### config.mk
export PLATFORM = sky130hd
export DESIGN_NAME = sync_key_crc16_frame_receiver
export DESIGN_NICKNAME = d
export VERILOG_FILES = /design/src/rtl/skcrc_pkg.sv /design/src/rtl/sync_key_crc16_frame_receiver.sv
export SDC_FILE = /design/constraint.sdc
export NUM_CORES = 1
export LEC_CHECK = 0
export BUFFER_PORTS_ARGS = -buffer_cell sky130_fd_sc_hd__buf_2
export CORE_ASPECT_RATIO = 0.8
export CORE_UTILIZATION = 54
export DETAILED_ROUTE_END_ITERATION = 8
export HOLD_SLACK_MARGIN = 0.06
export PLACE_DENSITY = 0.8
export SLEW_MARGIN = 20
export SYNTH_ARGS = -nofsm -noshare
export SYNTH_HDL_FRONTEND = slang
export SYNTH_SLANG_ARGS = --single-unit
### constraint.sdc
create_clock -name clk -period 3.4 [get_ports clk]
set_input_delay 0 -clock clk [delete_from_list [all_inputs] [get_ports clk]]
set_output_delay 0 -clock clk [all_outputs]
set_load 0.005 [all_outputs]
### src/rtl/skcrc_pkg.sv
package skcrc_pkg;

  typedef logic [1:0] mode_t;
  typedef logic [1:0] reg_idx_t;

  localparam mode_t MODE_IDLE    = 2'd0;
  localparam mode_t MODE_CONFIRM = 2'd1;
  localparam mode_t MODE_LISTEN  = 2'd2;

  localparam reg_idx_t REG_SYNC_BYTE    = 2'd0;
  localparam reg_idx_t REG_SOURCE_KEY   = 2'd1;
  localparam reg_idx_t REG_FRAME_LENGTH = 2'd2;

  localparam logic [7:0]  FRAME_LENGTH_RST = 8'd18;
  localparam logic [15:0] CRC_POLY         = 16'h8005;

  // one byte through the CRC-16 register, MSB first
  function automatic logic [15:0] crc16_feed(input logic [15:0] crc, input logic [7:0] b);
    logic [15:0] c;
    c = crc ^ {b, 8'h00};
    for (int k = 0; k < 8; k++) begin
      if (c[15]) begin
        c = {c[14:0], 1'b0} ^ CRC_POLY;
      end else begin
        c = {c[14:0], 1'b0};
      end
    end
    return c;
  endfunction

endpackage

### src/rtl/sync_key_crc16_frame_receiver.sv
// Sync/key framed byte receiver with CRC-16 check (poly 0x8005, init 0).
// Input stream: one received byte per transfer on in_tdata.
// Output stream: one transfer per input byte, the byte passed through and
//   tagged with its frame position; out_tlast marks the byte that ends a
//   frame, out_tuser[1] then reports a zero CRC residue over the frame.
// A frame opens on a byte equal to sync_byte, must be followed by
//   source_key, and ends on the byte that completes frame_length bytes.
// Configuration: APB-style write/read port, registers sync_byte (0x0),
//   source_key (0x4), frame_length (0x8); write only while the stream is idle.
// Path: each input byte is held in the input register, then in the result
//   register. Throughput: one byte per cycle while out_tready keeps up;
//   the CRC update is one byte-wide step between the two registers.
// Reset (rst_n low, synchronous): both stages empty, receiver idle, count
//   and CRC cleared, registers back to 0, 0 and 18.
// When the output side stalls, the result register holds; the input register
//   still takes one more byte, and in_tready drops only once both are full.
module sync_key_crc16_frame_receiver (
  input  logic        clk,
  input  logic        rst_n,
  // input stream
  input  logic        in_tvalid,
  output logic        in_tready,
  input  logic [7:0]  in_tdata,     // [7:0] data_byte
  // output stream
  output logic        out_tvalid,
  input  logic        out_tready,
  output logic [15:0] out_tdata,    // [7:0] data_out, [15:8] frame_offset
  output logic        out_tlast,    // frame_end
  output logic [1:0]  out_tuser,    // [0] in_frame, [1] crc_ok
  // configuration
  input  logic        cfg_psel,
  input  logic        cfg_penable,
  input  logic        cfg_pwrite,
  input  logic [3:0]  cfg_paddr,
  input  logic [31:0] cfg_pwdata,
  output logic [31:0] cfg_prdata,
  output logic        cfg_pready
);
  import skcrc_pkg::*;

  logic [7:0]  sync_byte_r;
  logic [7:0]  source_key_r;
  logic [7:0]  frame_length_r;
  reg_idx_t    cfg_idx;
  logic        cfg_wr;

  mode_t       mode_r, mode_nxt;
  logic [7:0]  cnt_r, cnt_nxt, cnt_inc;
  logic [15:0] crc_r, crc_nxt, crc_step, crc_first;

  logic        in_valid_r;
  logic [7:0]  in_byte_r;
  logic        out_valid_r;
  logic [15:0] out_tdata_r;
  logic        out_tlast_r;
  logic [1:0]  out_tuser_r;

  logic        out_free;
  logic        advance;
  logic        res_frame, res_end, res_ok;
  logic [7:0]  res_off;

  // configuration port
  assign cfg_pready = 1'b1;
  assign cfg_idx    = cfg_paddr[3:2];
  assign cfg_wr     = cfg_psel & cfg_penable & cfg_pwrite & cfg_pready;

  always_ff @(posedge clk) begin
    if (!rst_n) begin
      sync_byte_r    <= 8'd0;
      source_key_r   <= 8'd0;
      frame_length_r <= FRAME_LENGTH_RST;
    end else if (cfg_wr) begin
      unique case (cfg_idx)
        REG_SYNC_BYTE:    sync_byte_r    <= cfg_pwdata[7:0];
        REG_SOURCE_KEY:   source_key_r   <= cfg_pwdata[7:0];
        REG_FRAME_LENGTH: frame_length_r <= cfg_pwdata[7:0];
        default: ;
      endcase
    end
  end

  always_comb begin
    unique case (cfg_idx)
      REG_SYNC_BYTE:    cfg_prdata = {24'd0, sync_byte_r};
      REG_SOURCE_KEY:   cfg_prdata = {24'd0, source_key_r};
      REG_FRAME_LENGTH: cfg_prdata = {24'd0, frame_length_r};
      default:          cfg_prdata = 32'd0;
    endcase
  end

  // handshakes
  assign out_free  = !out_valid_r || out_tready;
  assign advance   = in_valid_r && out_free;
  assign in_tready = !in_valid_r || out_free;

  always_ff @(posedge clk) begin
    if (!rst_n) begin
      in_valid_r <= 1'b0;
    end else if (in_tready) begin
      in_valid_r <= in_tvalid;
    end
  end

  always_ff @(posedge clk) begin
    if (in_tready && in_tvalid) begin
      in_byte_r <= in_tdata;
    end
  end

  // receiver step
  always_comb begin
    mode_nxt  = mode_r;
    cnt_nxt   = cnt_r;
    crc_nxt   = crc_r;
    res_frame = 1'b0;
    res_off   = 8'd0;
    res_end   = 1'b0;
    res_ok    = 1'b0;
    cnt_inc   = cnt_r + 8'd1;
    crc_step  = crc16_feed(crc_r, in_byte_r);
    crc_first = crc16_feed(16'h0000, in_byte_r);
    unique case (mode_r)
      MODE_CONFIRM: begin
        if (in_byte_r == source_key_r) begin
          crc_nxt   = crc_step;
          res_frame = 1'b1;
          res_off   = cnt_r;
          cnt_nxt   = cnt_inc;
          mode_nxt  = MODE_LISTEN;
        end else begin
          mode_nxt = MODE_IDLE;
          cnt_nxt  = 8'd0;
          crc_nxt  = 16'h0000;
        end
      end
      MODE_LISTEN: begin
        res_frame = 1'b1;
        res_off   = cnt_r;
        cnt_nxt   = cnt_inc;
        crc_nxt   = crc_step;
        if (cnt_inc >= frame_length_r || cnt_inc == 8'd0) begin
          res_end  = 1'b1;
          res_ok   = (crc_step == 16'h0000);
          mode_nxt = MODE_IDLE;
          cnt_nxt  = 8'd0;
          crc_nxt  = 16'h0000;
        end
      end
      default: begin
        mode_nxt = MODE_IDLE;
        if (in_byte_r == sync_byte_r) begin
          crc_nxt   = crc_first;
          cnt_nxt   = 8'd1;
          res_frame = 1'b1;
          mode_nxt  = MODE_CONFIRM;
        end
      end
    endcase
  end

  always_ff @(posedge clk) begin
    if (!rst_n) begin
      mode_r <= MODE_IDLE;
      cnt_r  <= 8'd0;
      crc_r  <= 16'h0000;
    end else if (advance) begin
      mode_r <= mode_nxt;
      cnt_r  <= cnt_nxt;
      crc_r  <= crc_nxt;
    end
  end

  // result register
  always_ff @(posedge clk) begin
    if (!rst_n) begin
      out_valid_r <= 1'b0;
    end else if (out_free) begin
      out_valid_r <= in_valid_r;
    end
  end

  always_ff @(posedge clk) begin
    if (advance) begin
      out_tdata_r <= {res_off, in_byte_r};
      out_tlast_r <= res_end;
      out_tuser_r <= {res_ok, res_frame};
    end
  end

  assign out_tvalid = out_valid_r;
  assign out_tdata  = out_tdata_r;
  assign out_tlast  = out_tlast_r;
  assign out_tuser  = out_tuser_r;

endmodule

==> reports/qor.csv <==
stage;metric;value;unit
die;core area;7983;µm²
yosys;Yosys top cell area share;23.34;%
placed_design;Final Wtd Congestion;0.8906;
power;Int Power;1489;µW
power;Worst IR Drop VDD;214.7;µV
yosys;count of cell types in the netlist;58;
power;clock network power share;38.0;%
power;Pleak;0.002049;µW
yosys;Avg Inst Size Synth;9.511;µm²
timing;fin crit share;89.20;%
yosys;mapped cell area;4461;µm²
worst_setup_path;cell count of the worst reg-to-reg path;11;
min_path;Worst Hold Class;in2reg;
timing;Fmax;0.3297;GHz
detailed_routing;Final ANT Viol Nets;0;
global_route;total gr overflow;0;
detailed_routing;DR vias;3565;
worst_setup_path;Buf/Inv on CP;1;
die;Die ar.;8630;µm²
detailed_routing;drt first-iter violations;178;
die;die width;103.6;µm
cts;clock root buffer;clkbuf_8;
min_path;Hold Crit Depth;3;
worst_setup_path;CP Depth;11;
worst_setup_path;CP Max Fanout;20;
detailed_routing;Via-to-Cell Ratio;5.502;
die;Top Ports;105;
cts;Max Root-Sink Buffers;2;
global_route;Global Route Usage Sum;24.45;%
yosys;FF+latch count, synth;79;
global_route;vias in the first global route;3452;
placed_design;HPWL Detailed;6.926;mm
power;combinational share of power;11.0;%
die;Initial Utilization;55.88;%
detailed_routing;total length of routed wires;9.985;mm
timing;RSZ-0062 raised after global routing;false;
cts;# clock sinks;79;
timing;setup TNS;0;ns
die;die span in y;83.29;µm
timing;skew final;0.01037;ns
detailed_routing;DRT met1 WL;4.602;mm
detailed_routing;met2 WL;4.685;mm
timing;min cycle time layout;3.033;ns
global_route;first-pass GRT wire length;16.77;mm
run;Max Cap Viol;0;
cts;CTS tree;built;
cts;htree depth;3;
global_route;antenna violations before repair;0;
worst_setup_path;crit-path max cell delay;0.46;ns
yosys;number of synthesized flops with an enable pin;27;
power;sw power;503.4;µW
power;Sequential Power Share;51.0;%
detailed_routing;DR WL/cell;15.41;µm
yosys;part of the Yosys area used for sequential elements;41.51;%
cts;clock-pin slew on the worst setup and hold paths;0.09;ns
timing;# setup viols final;0;
yosys;asr flop ratio synth;0;%
yosys;yosys warns;0;
detailed_routing;# DRC;0;
layout;Final #Nets;599;
layout;Core Util, Final;64.62;%
worst_setup_path;reg2reg setup slack;0.37;ns
worst_setup_path;CP Capture Type;register;
power;Power Total;1993;µW
yosys;Gate Count Post-Synth;469;
power;Sw Ratio;25.26;%
worst_setup_path;slowest CP cell;dfxtp_1;
detailed_routing;DR top layer;met4;
worst_setup_path;CP Class;reg2reg;
cts;TritonCTS Buffers;9;
layout;Ant. Diodes;0;
timing;Final Hold Viols;0;
layout;Layout area overhead;15.65;%
power;PwrDens;386.3;nW/µm²
die;Cell Rows;29;
worst_setup_path;Crit path max-delay family;compound AO/OA/AOI/OAI gates;
status;status;finished, final reports clean;
timing;Max Transition Viols Final;0;
global_route;largest net degree at the start of global routing;39;
worst_setup_path;critical-path cell list;and3_1 > nand4_1 > xnor2_1 > ha_1 > and2_1 > a221oi_2 > o2111ai_1 > a31oi_4 > buf_12 > o211ai_1 > a21oi_1;
yosys;largest cells by area after synthesis;dfxtp_1, edfxtp_1, xnor2_1, mux2i_1, xor2_1;
timing;Slew @ Worst Pin;0.8335;ns
worst_setup_path;WP data arrival;3.31;ns
detailed_routing;met3 WL;595;µm
worst_setup_path;Worst EP required;3.68;ns
worst_setup_path;CP startpoint kind;register;
placed_design;IO buf count;53;
timing;Slew HR;44.13;%
detailed_routing;DRT Pass-1 Iters;5;
layout;layout cells sized above 1;18.33;%
cts;clk_lat worst skew;0.36;ns
yosys;area leader, netlist;dfxtp_1;
yosys;dominant synthesized flop cell;dfxtp_1;
power groups by stage:
stage,Clock (µW),Sequential (µW),Combinational (µW)
4_1_cts,770,1020,215
2_1_floorplan,0,1030,167
3_3_place_gp,0,1040,194
6_report,757,1020,219
5_1_grt,808,1020,239
3_5_place_dp,0,1040,197
cell families after synthesis:
group	share of synthesized area, %
AO/OA/AOI/OAI	15.15
XOR/XNOR	11.84
adder cells (fa/ha/maj)	3.647
buffers and inverters	8.612
flip-flops	41.51
multiplexers	4.937
other	0.1684
AND/OR/NAND/NOR	14.14
path summary, 6_finish.rpt:
| kind | startpoint | endpoint |
|---|---|---|
| setup reg to reg | cnt_r[3] | cnt_r[7] |
| hold reg to reg | source_key_r[2] | source_key_r[2] |
| hold / removal | cfg_paddr[2] | source_key_r[3] |
| setup / recovery | cnt_r[3] | cnt_r[7] |
metal layers:
layer	track usage (%)	vias to the layer above
met5	0	-
met4	6.061	0
met3	6.044	10
met2	39.11	130
met1	33.22	1698
li1	-	1727
worst reg2reg max path: stages, from the launching register on:
cell and delay [ns]:
dfxtp_1 0.46, and3_1 0.26, nand4_1 0.13, xnor2_1 0.28, ha_1 0.31, and2_1 0.19, a221oi_2 0.32, o2111ai_1 0.23
a31oi_4 0.31, buf_12 0.19, o211ai_1 0.10, a21oi_1 0.18
area by class of cell:
class,count,area [µm²]
Clock buffer,11,152.6
Sequential cell,79,1852
Timing Repair Buffer,84,560.5
Multi-Input combinational cell,344,2331
Tap cell,108,135.1
Inverter,17,63.81
Fill cell,648,2824
Clock inverter,5,63.81
registers in the layout, summed over array words and instances, names as in the netlist:
register and cells:
in_valid_r 1, out_tvalid 1, out_tuser 2, out_tlast 1, crc_r 16, frame_length_r 8, sync_byte_r 8, source_key_r 8
out_tdata 16, in_byte_r 8, cnt_r 8, mode_r 2
placed cells by master, fill, tap and decap left out, types with 16 or more instances in the layout:
master and instances:
dlygate4sd3_1 20, inv_1 16, nand2_1 44, edfxtp_1 27
conb_1 25, xnor2_1 27, mux2i_1 22, xor2_1 25
a21oi_1 25, buf_2 53, dfxtp_1 52, o21ai_0 28
nor2_1 25
synthesized netlist by cell type (all sizes together) (2+ instances only):
cell,instances
dfxtp,52
nand2,44
buf,37
o21ai,29
xnor2,28
edfxtp,27
xor2,27
nor2,26
a21oi,25
mux2i,22
inv,17
clkbuf,14
ha,13
nand3,13
o211ai,12
and2,11
a31oi,10
nor4,6
o21bai,6
and3,5
nand4,5
nand2b,4
nor3,4
o21a,3
a21boi,2
a21o,2
a221oi,2
a311oi,2
conb,2
nand4b,2
nor2b,2
o2111ai,2
or3,2
timing repair:
action / CTS / global route
hold buffers: 20 / 0
endpoints found under the hold margin: 45 / 0
buffers inserted: 0 / 0
setup endpoints to repair: 0 / 20
resized for setup: 0 / 2
per-stage QoR:
step	hold WS, ns	worst slack [ns]	instance area (µm²)	std cells
after floorplan	0.09887	0.6356	4547	492
after global placement	0.1759	0.2938	4727	612
after detailed placement	0.1781	0.2294	4727	612
after CTS	0.09965	0.1900	5144	648
after global routing	0.1328	0.1341	5159	648
final	0.1167	0.3673	5159	648
No activity file was read; power rests on OpenSTA's default activity.
